<file path="src/ppp_pkg.sv">
// shared types and constants of the periodic probability predictor
// no dependencies
`default_nettype none
package ppp_pkg;

  localparam int unsigned AmpW    = 16;
  localparam int unsigned PhaseW  = 16;
  localparam int unsigned PeriodW = 20;
  localparam int unsigned TimeW   = 32;
  localparam int unsigned ProbW   = 16;
  localparam int unsigned ActW    = 9;
  localparam int unsigned EntryW  = AmpW + PhaseW + PeriodW;
  localparam int unsigned DivSteps = TimeW + 16;

  localparam logic CFG_BIAS   = 1'b0;
  localparam logic CFG_ACTIVE = 1'b1;

  localparam logic OP_WRITE   = 1'b0;
  localparam logic OP_PREDICT = 1'b1;

  localparam logic [15:0] BIAS_RESET = 16'd32768;
  localparam logic [15:0] PROB_MIN   = 16'd655;
  localparam logic [15:0] PROB_MAX   = 16'd64880;

  localparam logic signed [23:0] COEF_0 = -24'sd307;
  localparam logic signed [23:0] COEF_1 = 24'sd5223;
  localparam logic signed [23:0] COEF_2 = -24'sd42334;
  localparam logic signed [23:0] COEF_3 = 24'sd102944;

  typedef enum logic [3:0] {
    ST_IDLE, ST_READ, ST_DIV, ST_ANGLE, ST_ZZ, ST_P1, ST_P2, ST_P3,
    ST_SINE, ST_ACC, ST_OUT
  } ppp_state_e;

  typedef enum logic [3:0] {
    STEP_NONE, STEP_LOAD, STEP_DIV_INIT, STEP_DIV, STEP_ANGLE, STEP_ZZ,
    STEP_P1, STEP_P2, STEP_P3, STEP_SINE, STEP_ACC, STEP_OUT
  } ppp_step_e;

  typedef struct packed {
    ppp_step_e step;
  } ppp_cmd_t;

endpackage
`default_nettype wire

</file>
<file path="src/ppp_ctrl.sv">
// controller: sequences each query over the component table
// depends on ppp_pkg
`default_nettype none
module ppp_ctrl #(
  parameter int unsigned MAX_COMPONENTS = 256
) (
  input  wire logic                  clk_i,
  input  wire logic                  rst_ni,
  input  wire logic                  start_i,
  input  wire logic                  operation_i,
  input  wire logic                  cfg_we_i,
  input  wire logic                  cfg_idx_i,
  input  wire logic [15:0]           cfg_data_i,
  output ppp_pkg::ppp_cmd_t          cmd_o,
  output logic [(MAX_COMPONENTS > 1 ? $clog2(MAX_COMPONENTS) : 1)-1:0] raddr_o,
  output logic                       busy_o
);
  import ppp_pkg::*;

  localparam int unsigned AW = MAX_COMPONENTS > 1 ? $clog2(MAX_COMPONENTS) : 1;
  localparam int unsigned CW = $clog2(MAX_COMPONENTS + 1);

  ppp_state_e state_q, state_d;
  logic [ActW-1:0] active_q;
  logic [CW-1:0] comp_q, n_eff;
  logic [5:0] cnt_q;
  logic query;

  assign busy_o  = state_q != ST_IDLE;
  assign query   = start_i && !busy_o && operation_i == OP_PREDICT;
  assign n_eff   = (32'(active_q) > MAX_COMPONENTS) ? CW'(MAX_COMPONENTS) : CW'(active_q);
  assign raddr_o = AW'(comp_q);

  always_comb begin
    state_d = state_q;
    case (state_q)
      ST_IDLE:  if (query) state_d = (n_eff == '0) ? ST_OUT : ST_READ;
      ST_READ:  state_d = ST_DIV;
      ST_DIV:   if (cnt_q == 6'(DivSteps - 1)) state_d = ST_ANGLE;
      ST_ANGLE: state_d = ST_ZZ;
      ST_ZZ:    state_d = ST_P1;
      ST_P1:    state_d = ST_P2;
      ST_P2:    state_d = ST_P3;
      ST_P3:    state_d = ST_SINE;
      ST_SINE:  state_d = ST_ACC;
      ST_ACC:   state_d = (CW'(comp_q + 1'b1) == n_eff) ? ST_OUT : ST_READ;
      ST_OUT:   state_d = ST_IDLE;
      default:  state_d = ST_IDLE;
    endcase
  end

  always_comb begin
    cmd_o.step = STEP_NONE;
    case (state_q)
      ST_IDLE:  if (query) cmd_o.step = STEP_LOAD;
      ST_READ:  cmd_o.step = STEP_DIV_INIT;
      ST_DIV:   cmd_o.step = STEP_DIV;
      ST_ANGLE: cmd_o.step = STEP_ANGLE;
      ST_ZZ:    cmd_o.step = STEP_ZZ;
      ST_P1:    cmd_o.step = STEP_P1;
      ST_P2:    cmd_o.step = STEP_P2;
      ST_P3:    cmd_o.step = STEP_P3;
      ST_SINE:  cmd_o.step = STEP_SINE;
      ST_ACC:   cmd_o.step = STEP_ACC;
      ST_OUT:   cmd_o.step = STEP_OUT;
      default:  cmd_o.step = STEP_NONE;
    endcase
  end

  always_ff @(posedge clk_i or negedge rst_ni) begin
    if (!rst_ni) begin
      state_q  <= ST_IDLE;
      active_q <= '0;
      comp_q   <= '0;
      cnt_q    <= '0;
    end else begin
      state_q <= state_d;
      if (cfg_we_i && cfg_idx_i == CFG_ACTIVE) begin
        active_q <= cfg_data_i[ActW-1:0];
      end
      if (query) begin
        comp_q <= '0;
      end else if (state_q == ST_ACC) begin
        comp_q <= CW'(comp_q + 1'b1);
      end
      if (state_q == ST_DIV) begin
        cnt_q <= 6'(cnt_q + 1'b1);
      end else begin
        cnt_q <= '0;
      end
    end
  end
endmodule
`default_nettype wire

</file>
<file path="config.mk">
export PLATFORM = sky130hd
export DESIGN_NAME = ppp_ctrl
export DESIGN_NICKNAME = d
export VERILOG_FILES = /design/src/ppp_pkg.sv /design/src/ppp_ctrl.sv
export SDC_FILE = /design/constraint.sdc
export NUM_CORES = 1
export LEC_CHECK = 0
export ABC_CLOCK_PERIOD_IN_PS = 2700
export BUFFER_PORTS_ARGS = -buffer_cell sky130_fd_sc_hd__buf_4
export CAP_MARGIN = 0
export CORE_MARGIN = 5
export CORE_UTILIZATION = 25
export CTS_CLUSTER_SIZE = 14
export DETAILED_ROUTE_END_ITERATION = 10
export PLACE_DENSITY = 0.4
export REMOVE_ABC_BUFFERS = 1
export SLEW_MARGIN = 40
export SYNTH_ARGS = -nofsm -noshare
export SYNTH_HDL_FRONTEND = slang
export SYNTH_SLANG_ARGS = --single-unit
</file>
<file path="constraint.sdc">
create_clock -name clk_i -period 2.7 [get_ports clk_i]
set_clock_uncertainty 0.2 [all_clocks]
set_input_delay 0.27 -clock clk_i [delete_from_list [all_inputs] [get_ports clk_i]]
set_output_delay 0.27 -clock clk_i [all_outputs]
set_load 0.05 [all_outputs]
</file>
# Word level (Yosys, flattened, before mapping)
# Cells that the tools add are included.
# totals
ff_bits	28
in_bits	22
word_cells	41
# op_classes
addsub	2
n_lt_le_gt_ge	1
n_eq_ne	14
mux	11
n_reduce_logical	9
# op_table
cell	n
$pmux W4 S11	1
$pmux W4 S10	1
$mux W9	3
$eq A4 B3 Y1 const B	4
$mux W4	4
$eq A4 B4 Y1 const B	3
$add A9 B1 Y9 const B	1
$eq A9 B9 Y1	1
$gt A9 B9 Y1 const B	1
$logic_not A9 Y1	1
$eq A4 B2 Y1 const B	2
$add A6 B1 Y6 const B	1
$eq A6 B6 Y1 const B	1
$mux W6	1
$eq A4 B1 Y1 const B	1
$logic_not A4 Y1	1
$ne A2 B2 Y1 const B	2
$reduce_bool A4 Y1	1
$logic_and A1 B1 Y1	3
$reduce_and A2 Y1	1
$reduce_bool A2 Y1	1
$logic_not A1 Y1	1
$mux W1	1

# Logic depth before layout (Yosys ltp)
# logic_depth
word_depth	6
depth_mapped	8
ltp_nobuf	7

# Worst setup path after synthesis
# OpenSTA, ideal clock, no wires.
# synth_timing
path_kind	register to output
from	reg state_q[3]
to	out cmd_o[0] (netlist bit)
t_arrival_ns	1.970
path_slack_ns	0.260
path_stages_with_launch	4
n_path_buf	1
path_cell_list	dfrtp_1 clkbuf_1 nor3_1 a221oi_1
# synth_lines
element	line_no	text
start, declared	ppp_ctrl.sv:23	ppp_state_e state_q, state_d;
start signal, assigned	ppp_ctrl.sv:77	state_q <= state_d;
end, declared	ppp_ctrl.sv:14	output ppp_pkg::ppp_cmd_t cmd_o,

# Final worst setup path
# layout_timing
from	reg comp_q[1]
to	reg state_q[3]
# layout_via
elab_chain_len	4
# layout_lines
element	line_no	text
start, declared	ppp_ctrl.sv:25	logic [CW-1:0] comp_q, n_eff;
start signal, assigned	ppp_ctrl.sv:84	comp_q <= CW'(comp_q + 1'b1);
$add A9 B1 Y9	ppp_ctrl.sv:46	ST_ACC: state_d = (CW'(comp_q + 1'b1) == n_eff) ? ST_OUT : ST_READ;
$eq A9 B9 Y1	ppp_ctrl.sv:46	
$mux W4	ppp_ctrl.sv:46	
$pmux W4 S10	ppp_ctrl.sv:36	case (state_q)
# No other way between the ends.
# A chain may end at the register's enable or synchronous reset.

==> results.yml <==
logic_synthesis:
  synth_top_area_cell: "dfrtp_1"
  async_reset_ff_share_pct: 100
  ys.flop_type: "dfrtp_1"
  synth.distinct_cells: 48
  synth.avg_cell_area_um2: 8.71
  synth_top_area_share_pct: 39.2
  synth-seq-cells: 28
  syn-cell-area_um2: 1790
  synth_area_leaders: "dfrtp_1, nor2_1, mux2_2"
  netlist_instances: 205
  synth_edf_count: 0
  ys_seq_area_share_pct: 39.2
  yosysWarnings: 0
critical_path:
  reg2reg_from: "comp_q[1]"
  slowest_delay_ns: 0.56
  ff2ff_setup_slack_ns: 0.21
  critPathLaunchType: "flop"
  slowest_stage: "or4_1"
  crit_arrival_ns: 2.49
  crit_path_end_kind: "flop"
  crit_family: "simple AND/OR/NAND/NOR gates"
  path_buf_inv: 0
  crit_type: "reg -> reg"
  crit_chain: "ha_2 > nand3_1 > or3_1 > a21oi_1 > a22oi_1 > or4_1 > a31oi_1"
  cp.required_ns: 2.70
  timing.rr.end: "state_q[3]"
  r2r_cells: 7
  cp_max_fo: 6
power:
  p_leak_nw: 0.923
  p_comb_share_pct: 55.1
  p_int_w: 0.00122
  power_switching_w: 0.00112
  seqPwrFrac_pct: 30.4
  swShare_pct: 47.9
  power_w: 0.00234
  p_clk_share_pct: 14.5
  ir_drop_mv: 0.360
  power.density_nw_per_um2: 1060
floorplan:
  die_h_um: 94.5
  core_um2: 6870
  initial_utilization_pct: 26.0
  io_pins: 35
  die_area_um2: 8930
  rows: 30
  die_w_um: 94.5
timing:
  maxSlewHeadroom_pct: 61.4
  setup_viol: 0
  hold_viol_final: 0
  post-route-min-period_ns: 2.49
  period_share_pct: 92.3
  rsz0062_at_grt: "false"
  drv_slew: 0
  max_slew.worst_pin.slew_ns: 0.577
  fmax_mhz: 401
clock_network:
  cts_tree: "built"
  htreeDepth: 1
  numCtsBuffers: 3
  clk_pin_slew_ns: 0.10
  cts_max_path_buffers: 2
  cts-root-buf: "clkbuf_8"
  insertion_delay_ns: 0.28
  cts_sinks: 28
placed_design:
  port_buffers: 27
  place_area_um2: 2070
  dpl.hpwl_um: 3280
  gp_congestion: 0.810
  dp_cells: 320
finish:
  seq_area_um2: 701
  multi_input_area_um2: 963
  num-fill-cells: 742
  fin_area_um2: 2200
  nNetsFinal: 258
  stdcell_count: 329
  drive_gt1_share_pct: 24.0
  finish.utilization_pct: 32.0
  antenna_cells: 0
  syn_to_final_growth_pct: 23.1
drt:
  num_vias: 1542
  post_drt_wl_per_cell_um: 12.9
  drt_iter0_markers: 69
  route.detailed.drc: 0
  ant_nets: 0
  dr.pass1.iters: 4
  vias_per_cell: 4.69
  wl_um: 4240
grt:
  gr-total-overflow: 0
  grt_first_pass_wirelength_um: 7460
  track_usage_pct: 10.3
  grt_util_met3_pct: 2.31
  grt_pass1_vias: 1539
  use_met2_pct: 16.3
  grt_use_met1_pct: 14.3
  globalRoute.busiestLayer: "met2"
  grt_max_degree: 29
  antenna_found_initial: 0
hold_path:
  hold_depth: 2
  min_from: "cfg_data_i[6]"
  holdPathEnd: "active_q[6]"
  hold_path_class: "in -> reg"
run_status:
  outcome: "finished, final reports clean"
run:
  drv_cap: 0
power groups by stage:
stage	registers, W	logic [W]	clock network [W]
finish	0.000710	0.00129	0.000340
floorplan	0.000904	0.000680	0
detailed placement	0.000718	0.00130	0
CTS	0.000711	0.00131	0.000364
global route	0.000737	0.00141	0.000373
global placement	0.000725	0.00130	0
through the flow:
stage | setup slack, ns | TNS [ns] | hold slack (ns)
after global routing | 0.0218 | 0 | 0.00573
after floorplan | -0.135 | -0.158 | -0.226
after CTS | 0.111 | 0 | 0.000239
after detailed placement | 0.123 | 0 | 0.0271
after global placement | 0.140 | 0 | 0.0319
final | 0.209 | 0 | 0.0145
cells in the mapped netlist, types with 3 or more instances:
cell type	n
a21oi_1	4
and3_1	4
buf_2	3
buf_4	8
clkbuf_1	6
dfrtp_1	28
inv_1	4
mux2_2	9
nand2_1	15
nand2b_1	3
nand3_1	10
nor2_1	30
nor3_1	6
nor4_1	4
o21ai_0	12
o21ai_1	6
o22ai_1	4
xnor2_1	9
xor2_1	5
routing by layer:
| layer | wire, µm | part of all wire [%] | vias to the layer above |
|---|---|---|---|
| met5 | 0 | 0 | - |
| met4 | 23 | 0.54 | 0 |
| met3 | 236 | 5.6 | 2 |
| met2 | 1900 | 45 | 31 |
| met1 | 2070 | 49 | 727 |
| li1 | - | - | 782 |
state kept, by name, summed over array words and instances, names as in the netlist:
signal    count
cnt_q         6
comp_q        9
active_q      9
state_q       4
final cells by class:
class,count,share of cell area [%]
multi-input cells,155,43.8
repair buffers,42,14.9
well taps,96,5.46
clock buffers,3,1.88
flip-flops and latches,28,31.9
clock inverters,1,1.37
inverters,4,0.683
what timing repair did:
| action | in CTS | in global routing |
|---|---|---|
| gates resized for setup | 0 | 1 |
| setup endpoints to repair | 0 | 1 |
| endpoints found under the hold margin | 32 | 0 |
| buffers inserted | 0 | 0 |
| hold buffers | 5 | 0 |
worst max-delay path by stage:
stage	from	end	slack (ns)	cells past startpoint
finish	comp_q[1]	state_q[3]	0.21	7
global route	comp_q[1]	state_q[3]	0.02	7
CTS	comp_q[1]	state_q[3]	0.11	7
detailed placement	comp_q[1]	state_q[3]	0.12	7
global placement	comp_q[1]	state_q[3]	0.14	7
floorplan	comp_q[0]	state_q[3]	-0.14	7
cell usage in the layout (no fill, tap or decap), types with 2 or more instances in the layout:
cell            n
a21oi_1         4
a31oi_1         2
and2_1          2
and3_1          4
buf_4          37
clkbuf_8        3
dfrtp_1        28
dlygate4sd3_1   5
inv_1           4
mux2_2          9
nand2_1        15
nand2b_1        3
nand3_1        10
nor2_1         30
nor3_1          6
nor4_1          4
o21ai_0        12
o21ai_1         6
o22ai_1         4
o31ai_1         2
or3_1           2
or4_1           2
xnor2_1         9
xor2_1          5
logic make-up after synthesis:
group / synth area share [%]
AOI/OAI and AO/OA: 15.3
adders and majority gates: 1.40
muxes: 5.68
buffers and inverters: 6.94
xor gates and xnor gates: 6.87
and+or+nand+nor: 24.5
DFF: 39.2
Note: power is estimated with default switching activity, not from simulation.
