<file path="src/ppp_pkg.sv">
// shared types and constants of the periodic probability predictor
// no dependencies
`default_nettype none
package ppp_pkg;

  localparam int unsigned AmpW    = 16;
  localparam int unsigned PhaseW  = 16;
  localparam int unsigned PeriodW = 20;
  localparam int unsigned TimeW   = 32;
  localparam int unsigned ProbW   = 16;
  localparam int unsigned ActW    = 9;
  localparam int unsigned EntryW  = AmpW + PhaseW + PeriodW;
  localparam int unsigned DivSteps = TimeW + 16;

  localparam logic CFG_BIAS   = 1'b0;
  localparam logic CFG_ACTIVE = 1'b1;

  localparam logic OP_WRITE   = 1'b0;
  localparam logic OP_PREDICT = 1'b1;

  localparam logic [15:0] BIAS_RESET = 16'd32768;
  localparam logic [15:0] PROB_MIN   = 16'd655;
  localparam logic [15:0] PROB_MAX   = 16'd64880;

  localparam logic signed [23:0] COEF_0 = -24'sd307;
  localparam logic signed [23:0] COEF_1 = 24'sd5223;
  localparam logic signed [23:0] COEF_2 = -24'sd42334;
  localparam logic signed [23:0] COEF_3 = 24'sd102944;

  typedef enum logic [3:0] {
    ST_IDLE, ST_READ, ST_DIV, ST_ANGLE, ST_ZZ, ST_P1, ST_P2, ST_P3,
    ST_SINE, ST_ACC, ST_OUT
  } ppp_state_e;

  typedef enum logic [3:0] {
    STEP_NONE, STEP_LOAD, STEP_DIV_INIT, STEP_DIV, STEP_ANGLE, STEP_ZZ,
    STEP_P1, STEP_P2, STEP_P3, STEP_SINE, STEP_ACC, STEP_OUT
  } ppp_step_e;

  typedef struct packed {
    ppp_step_e step;
  } ppp_cmd_t;

endpackage
`default_nettype wire

</file>
<file path="src/ppp_dpath.sv">
// datapath: period division, fixed point cosine, accumulate and clamp
// depends on ppp_pkg
`default_nettype none
module ppp_dpath (
  input  wire logic                        clk_i,
  input  wire logic                        rst_ni,
  input  wire ppp_pkg::ppp_cmd_t           cmd_i,
  input  wire logic                        cfg_we_i,
  input  wire logic                        cfg_idx_i,
  input  wire logic [15:0]                 cfg_data_i,
  input  wire logic [ppp_pkg::TimeW-1:0]   query_time_i,
  input  wire logic signed [ppp_pkg::AmpW-1:0] amp_i,
  input  wire logic [ppp_pkg::PhaseW-1:0]  phase_i,
  input  wire logic [ppp_pkg::PeriodW-1:0] period_i,
  output logic [ppp_pkg::ProbW-1:0]        probability_o,
  output logic                             valid_o
);
  import ppp_pkg::*;

  logic [15:0] bias_q;
  logic [TimeW-1:0] time_q;
  logic [DivSteps-1:0] dvd_q;
  logic [PeriodW-1:0] rem_q, peff;
  logic [PeriodW:0] rem_sh;
  logic [15:0] quot_q, ang, bang;
  logic [16:0] z_q, z2_q;
  logic neg_q;
  logic signed [19:0] p_q, mul_a, mul_b;
  logic signed [39:0] prod;
  logic signed [23:0] fs;
  logic signed [17:0] cos_q;
  logic signed [43:0] acc_q;
  logic signed [27:0] res;
  logic [16:0] s_val;

  assign peff   = (period_i == '0) ? PeriodW'(1) : period_i;
  assign rem_sh = {rem_q, dvd_q[DivSteps-1]};
  assign ang    = quot_q - phase_i;
  assign bang   = ang + 16'd16384;
  assign prod   = mul_a * mul_b;
  assign fs     = 24'(prod >>> 16);
  assign res    = 28'(acc_q >>> 16);

  always_comb begin
    mul_a = '0;
    mul_b = '0;
    case (cmd_i.step)
      STEP_ZZ:   begin mul_a = 20'(z_q);   mul_b = 20'(z_q);  end
      STEP_P1:   begin mul_a = 20'(COEF_0); mul_b = 20'(z2_q); end
      STEP_P2,
      STEP_P3:   begin mul_a = p_q;        mul_b = 20'(z2_q); end
      STEP_SINE: begin mul_a = p_q;        mul_b = 20'(z_q);  end
      STEP_ACC:  begin mul_a = 20'(amp_i); mul_b = 20'(cos_q); end
      default:   begin mul_a = '0;         mul_b = '0;        end
    endcase
  end

  always_comb begin
    if (fs < 0) begin
      s_val = '0;
    end else if (fs > 24'sd65536) begin
      s_val = 17'd65536;
    end else begin
      s_val = 17'(fs);
    end
  end

  always_ff @(posedge clk_i or negedge rst_ni) begin
    if (!rst_ni) begin
      bias_q  <= BIAS_RESET;
      valid_o <= 1'b0;
    end else begin
      valid_o <= cmd_i.step == STEP_OUT;
      if (cfg_we_i && cfg_idx_i == CFG_BIAS) begin
        bias_q <= cfg_data_i;
      end
    end
  end

  always_ff @(posedge clk_i) begin
    case (cmd_i.step)
      STEP_LOAD: begin
        time_q <= query_time_i;
        acc_q  <= 44'({1'b0, bias_q, 16'd0});
      end
      STEP_DIV_INIT: begin
        rem_q <= '0;
        dvd_q <= {time_q, 16'd0};
      end
      STEP_DIV: begin
        dvd_q <= dvd_q << 1;
        if (rem_sh >= {1'b0, peff}) begin
          rem_q  <= PeriodW'(rem_sh - {1'b0, peff});
          quot_q <= {quot_q[14:0], 1'b1};
        end else begin
          rem_q  <= rem_sh[PeriodW-1:0];
          quot_q <= {quot_q[14:0], 1'b0};
        end
      end
      STEP_ANGLE: begin
        z_q   <= bang[14] ? 17'((17'd16384 - 17'(bang[13:0])) << 2) : {1'b0, bang[13:0], 2'b00};
        neg_q <= bang[15];
      end
      STEP_ZZ:   z2_q <= prod[32:16];
      STEP_P1:   p_q <= 20'(COEF_1 + fs);
      STEP_P2:   p_q <= 20'(COEF_2 + fs);
      STEP_P3:   p_q <= 20'(COEF_3 + fs);
      STEP_SINE: cos_q <= neg_q ? -18'(s_val) : 18'(s_val);
      STEP_ACC:  acc_q <= acc_q + (44'(prod) <<< 1);
      STEP_OUT: begin
        if (res > $signed(28'(PROB_MAX))) begin
          probability_o <= PROB_MAX;
        end else if (res < $signed(28'(PROB_MIN))) begin
          probability_o <= PROB_MIN;
        end else begin
          probability_o <= res[15:0];
        end
      end
      default: ;
    endcase
  end
endmodule
`default_nettype wire
</file>
<file path="config.mk">
export PLATFORM = sky130hd
export DESIGN_NAME = ppp_dpath
export DESIGN_NICKNAME = d
export VERILOG_FILES = /design/src/ppp_pkg.sv /design/src/ppp_dpath.sv
export SDC_FILE = /design/constraint.sdc
export NUM_CORES = 2
export LEC_CHECK = 0
export ABC_AREA = 1
export BUFFER_PORTS_ARGS = -buffer_cell sky130_fd_sc_hd__buf_2
export CORE_MARGIN = 2
export CORE_UTILIZATION = 25
export DETAILED_ROUTE_END_ITERATION = 7
export GPL_TIMING_DRIVEN = 0
export PLACE_DENSITY = 0.38
export SYNTH_ARGS = -nofsm -noshare
export SYNTH_HDL_FRONTEND = slang
export SYNTH_SLANG_ARGS = --single-unit
</file>
<file path="constraint.sdc">
create_clock -name clk_i -period 16 [get_ports clk_i]
set_input_delay 3.2 -clock clk_i [delete_from_list [all_inputs] [get_ports clk_i]]
set_output_delay 3.2 -clock clk_i [all_outputs]
set_load 0.01 [all_outputs]
</file>
# Yosys cells after proc, flatten, opt, wreduce, memory -nomap -nowiden
# Cells that the tools add are included.
# W data, S select, Z words.
# totals
register_bits,266
in_bits,108
out_inout_bits,17
# classes
add_sub_neg,9
mul,1
magnitude_cmp,5
eq_ne,11
muxes,14
bitwise_logic,1
reduce_logical,8
# ops
cell,count
$pmux W20 S3,2
$pmux W48 S2,1
$pmux W44 S2,1
$pmux W20 S4,1
$mux W17,3
$add A44 B41 Y44,1
$mul A20 B20 Y40,1
$mux W20,2
$pmux W20 S2,1
$mux W16,2
$gt A28 B17 Y1 const B,1
$lt A28 B11 Y1 const B,1
$gt A24 B18 Y1 const B,1
$lt A24 B1 Y1 const B,1
$ge A21 B20 Y1,1
$add A14 B20 Y20 const A,1
$add A17 B20 Y20 const A,1
$add A18 B20 Y20 const A,1
$logic_not A20 Y1,1
$sub A20 B20 Y20,1
$neg A17 Y18,1
$add A16 B15 Y16 const B,1
$eq A4 B3 Y1 const B,4
$eq A4 B4 Y1 const B,4
other kinds (11),14

# Logic depth before layout (Yosys ltp)
# depth
depth_word,9
depth_mapped,58
mapped_depth_nobuf,56

# Worst setup path before layout
# OpenSTA, ideal clock, no wires.
# synth_path
path_kind,input to register
startpoint,input cmd_i[3] in the netlist's numbering
endpoint,register acc_q[41] (data pin)
setup_time_ns,0.267
arrival_ns,12.416
required_ns,15.733
slack_ns,3.317
path_stages,47
path_cell_list,inv_1 -> nor2_1 -> inv_1 -> nor2_1 -> nor2_1 -> inv_2 -> buf_2 -> nand2_1 -> nand4_1 -> clkbuf_1 -> nand2_1 -> fa_1 -> inv_1 -> fa_1 -> inv_1 -> fa_1 -> inv_1 -> fa_1 -> (+11 left out) -> o21ai_0 -> a21oi_1 -> xor2_1 -> inv_1 -> ha_1 -> nand2_1 -> nor2_1 -> nand4_1 -> o211ai_1 -> nand2_1 -> o211ai_1 -> a21oi_1 -> inv_1 -> nand2_1 -> nand2_1 -> inv_1 -> o21ai_0 -> a21oi_1
# synth_via
elab_chain_len,6
elab_cells_between_ends,15
cone_classes,add/sub: 1; mul: 1; eq/ne: 7; mux: 3; reduce/logical: 3
# synth_rtl
element,line_no,rtl
start: declaration,ppp_dpath.sv:7,"input wire ppp_pkg::ppp_cmd_t cmd_i,"
$eq A4 B4 Y1 / $eq A4 B3 Y1 (equally long branches),ppp_dpath.sv:47,case (cmd_i.step)
$reduce_or A3 Y1 (no source line) / $reduce_or A2 Y1 (equally long branches),-,
$pmux W20 S4 / $pmux W20 S3 (equally long branches),ppp_dpath.sv:47,
$mul A20 B20 Y40 (*),ppp_dpath.sv:40,assign prod = mul_a * mul_b;
via prod[16],ppp_dpath.sv:29,logic signed [39:0] prod;
$add A44 B41 Y44 (*),ppp_dpath.sv:109,STEP_ACC: acc_q <= acc_q + (44'(prod) <<< 1);
$pmux W44 S2 (*),ppp_dpath.sv:81,case (cmd_i.step)
end signal: assignment,ppp_dpath.sv:84,"acc_q <= 44'({1'b0, bias_q, 16'd0});"
end signal: assignment,ppp_dpath.sv:109,
end: declaration,ppp_dpath.sv:32,logic signed [43:0] acc_q;
# The timed path passes the listed nets; every way through them passes the cells marked *.
# A chain may end at the register's enable or synchronous reset.

# Worst setup path after layout
# layout_path
startpoint,input cmd_i[2] in the netlist's numbering
endpoint,register acc_q[42] (data pin)
# The elaborated chain is that of the path after synthesis.

==> results <==
- Summing all multi-input logic gate instances after layout gives 0.0211 mm^2.
- The final antenna-violating net count is 0.
- After detailed routing, the number of remaining DRC violations is 0.
- Synthesis produced 4049 cells.
- The type of the setup path with the least slack is primary input to register.
- The number of enable-type register cells in the synthesized netlist is 230.
- The number of fillers in the final layout is 14100.
- The cell with the largest stage delay on the worst path is a21oi_1.
- For this block, the routed nets add up to 114000 um of wire.
- The first global-routing pass estimated 174000 um of wire.
- The commonest register cell after synthesis is edfxtp_1.
- The worst-case register-to-register setup slack is 4.45 ns.
- Summed over all cells, the static leakage comes to 18.5 nW.
- The placer congestion estimate is 0.880.
- The sink count of the clock tree is 247.
- Setup repair after global routing left no endpoint under its margin.
- The flow ran to the end, and the final reports show no timing, DRC or antenna violations.
- In the synthesized netlist, the cells that appear most often are nand2_1, inv_1, fa_1, nor2_1, edfxtp_1.
- During placement, the flow inserted port buffers numbering 124.
- The startpoint type of the worst setup path is a primary input.
- Hold timing on the final database bottoms out at a slack of 0.451 ns.
- In the post-synthesis netlist, the biggest area contributors are fa_1, edfxtp_1, nand2_1.
- The floorplan step set the die height to 364 um.
- The final max-slew violation count was 0.
- The layout cell share with drive strength beyond 1 is 0.0781.
- The area used by sequential logic in the layout is 0.00733 mm^2.
- Total power for the finished layout comes to 4.54 mW.
- The logic depth of the worst register-to-register path is 33.
- For this run the aggregate overflow at the end of global routing stands at 0.
- The placement-stage cell area is 0.0355 mm^2.
- Dividing total power by cell area gives a power density of 124 mW/mm^2.
- The area growth from synthesis to layout is 13.5%.
- CTS built an H-tree with a depth of 1.
- The floorplan die area is 0.132 mm^2.
- The number of antenna violations at the first check in global routing is 9.
- The via count is 26500.
- The number of cells traversed by the worst hold path is 0.
- The post-synth net total is 4783.
- The x dimension of the die is 364 um.
- The hold violation total from the final report is 0.
- The clock buffer count from CTS is 29.
- After floorplanning, the core was sized to cover 0.128 mm^2.
- The cell that appears most often on the critical path is fa_1.
- The TritonCTS clock tree is yes.
- For this configuration, the core starts out at a cell density of 0.253.
- The number of ports placed on the die boundary is 125.
- For the worst-skew pair, the clock arrives at the later sink with an insertion delay of 0.61 ns.
- At the pin with the least slew margin, the transition time is 1.37 ns.
- The number of max-cap violations is 0.
- The path type of the worst min-delay path is register to register.
- The clock arrives with 0.0238 ns of skew.
- The worst-case hold path end point is quot_q[15]$_DFFE_PP_.
- The leading cell type by number of instances after synthesis is nand2_1.
- STA classifies the critical path endpoint as a register.
- For the finished layout, the period the worst path requires is 15.55 ns.
- Across the VDD grid, the largest voltage drop is 0.0815 mV.
- The area fraction of the dominant cell type after synthesis is 0.258.
- The fraction of registers with async set or reset after synthesis is 0.0688.
- The overall routing resource usage is 0.175.
- For this run, the register share of the synthesized area comes to 0.227.
- The final design utilization is 0.287.
- The wire-length estimate of the detail-placed layout is 96100 um.
- After clock tree synthesis, the clock-pin slew on the worst setup and hold paths is 0.06 ns.
- The number of nets in the final layout is 4963.
- After routing, the total negative slack on setup checks comes to 0 ns.
- Entering global routing, the biggest net connects 33 pins.
- The worst path required time is 16.35 ns.
- The number of vias per cell after detailed routing is 4.43.
- The top fanout value on the critical path is 10.
- In this run the critical register-to-register path is launched from z_q[5]$_DFFE_PN_.
- The number of failing setup endpoints in the final timing report is 0.
- The buffer cell driving the clock tree root is clkbuf_16.
- The highest attainable clock frequency is 64.3 MHz.
- The first TritonRoute pass finished after 5 iterations.
- Counting distinct cell types in the post-synthesis netlist gives 63.
- The period utilization is 0.972.
- The synthesized design contains 247 register bits.
- The number of global-route vias before repair came to 27300.
- Data arrives at the worst endpoint at 15.90 ns.
- The wire length per cell after detailed routing is 19.1 um.
- The number of diodes added for antenna fixing is 0.
- The Yosys warning count is 0.
- Of all cell types, the one taking the most synthesized area is fa_1.
- The final standard cell area without fillers is 0.0367 mm^2.
- The maximum clock insertion buffer count is 3.
- The average cell area after synthesis is 7.99 um^2.
- The first-iteration detailed-routing DRC count is 1795.
- The worst hold path startpoint is quot_q[14]$_DFFE_PP_.
- The initialized floorplan defines 131 standard-cell rows.
- The critical register-to-register path endpoint is acc_q[42]$_SDFFCE_PP0P_.
- The critical path's largest stage delay is 0.82 ns.
- The cell area after synthesis is 0.0323 mm^2.
- The relative slew slack is 0.0863.
==> where the power goes <==
part | leakage [nW] | internal, mW | switching [mW]
clock network | 0.497 | 0.434 | 0.303
logic | 15.6 | 0.872 | 2.10
registers | 2.33 | 0.804 | 0.0232
total | 18.5 | 2.11 | 2.43
==> sequential cells by signal, summed over array words and instances (netlist names) <==
signal and count:
bias_q 16, probability_o 16, valid_o 1, quot_q 16, z2_q 17, rem_q 20, p_q 20, time_q 32
neg_q 1, dvd_q 32, z_q 15, acc_q 43, cos_q 18
==> cells by family (layout without fill, tap and decap cells) <==
kind of cell / Yosys count / after routing / synth area share
flops: 247 / 247 / 0.227
simple gates: 1532 / 1532 / 0.194
compound gates: 452 / 452 / 0.0815
xor+xnor: 92 / 92 / 0.0260
fa+ha+maj: 626 / 626 / 0.339
mux: 16 / 16 / 0.00557
buf+inv: 1084 / 1286 / 0.127
==> worst max-delay path, delay by kind of cell <==
family	cells	cell delay (ns)
buf+inv	11	2.34
simple gates	16	3.26
compound gates	7	2.34
fa+ha+maj	9	4.75
==> cell type report <==
| type | count | share of cell area |
|---|---|---|
| Tap cell | 1729 | 0.0590 |
| Sequential cell | 247 | 0.200 |
| Clock buffer | 32 | 0.0201 |
| Timing Repair Buffer | 149 | 0.0261 |
| Clock inverter | 21 | 0.00815 |
| Buffer | 87 | 0.0102 |
| Multi-Input combinational cell | 2718 | 0.574 |
| Inverter | 997 | 0.102 |
==> cells in the final DEF, fill, tap and decap left out, types with 16 or more instances in the layout <==
cell type    n
clkbuf_16   29
nand3_1    153
nand2_2     16
nor3_1      27
ha_1       209
mux2_2      16
inv_2       17
nand2_1    975
o21ai_0    136
inv_1      970
nand4_1     28
xnor2_1     32
dfrtp_1     16
edfxtp_1   230
clkbuf_1    71
nor2_1     276
xor2_1      57
buf_2      130
fa_1       417
a21oi_1    183
==> per-layer routing <==
| layer | up-vias | part of all wire | global-route usage |
|---|---|---|---|
| li1 | 12800 | - | - |
| met1 | 13000 | 0.49 | 0.258 |
| met2 | 572 | 0.45 | 0.277 |
| met3 | 92 | 0.048 | 0.0209 |
| met4 | 14 | 0.015 | 0.0295 |
| met5 | - | 0.00068 | 0 |
==> stage by stage <==
stage / setup slack [ns] / cells
5_1_grt: 0.00781 / 5980
2_1_floorplan: 3.32 / 4049
4_1_cts: 0.111 / 5975
3_5_place_dp: -0.821 / 5922
3_3_place_gp: -1.51 / 5902
6_report: 0.447 / 5980
==> what timing repair did <==
item                                    CTS  global route
hold buffers                              0             0
endpoints found under the setup margin    3             9
buffers inserted                          0             4
gates resized for setup                   2            29
==> how the worst max path moves through the flow <==
stage	to	cells after the start	start
3_3_place_gp	acc_q[42]$_SDFFCE_PP0P_	47	cmd_i[2]
5_1_grt	acc_q[42]$_SDFFCE_PP0P_	43	cmd_i[2]
2_1_floorplan	acc_q[41]$_SDFFCE_PP0P_	47	cmd_i[3]
3_5_place_dp	acc_q[42]$_SDFFCE_PP0P_	46	cmd_i[2]
6_report	acc_q[42]$_SDFFCE_PP0P_	43	cmd_i[2]
4_1_cts	acc_q[42]$_SDFFCE_PP0P_	40	cmd_i[3]
Power figures use the tool's default switching activity.
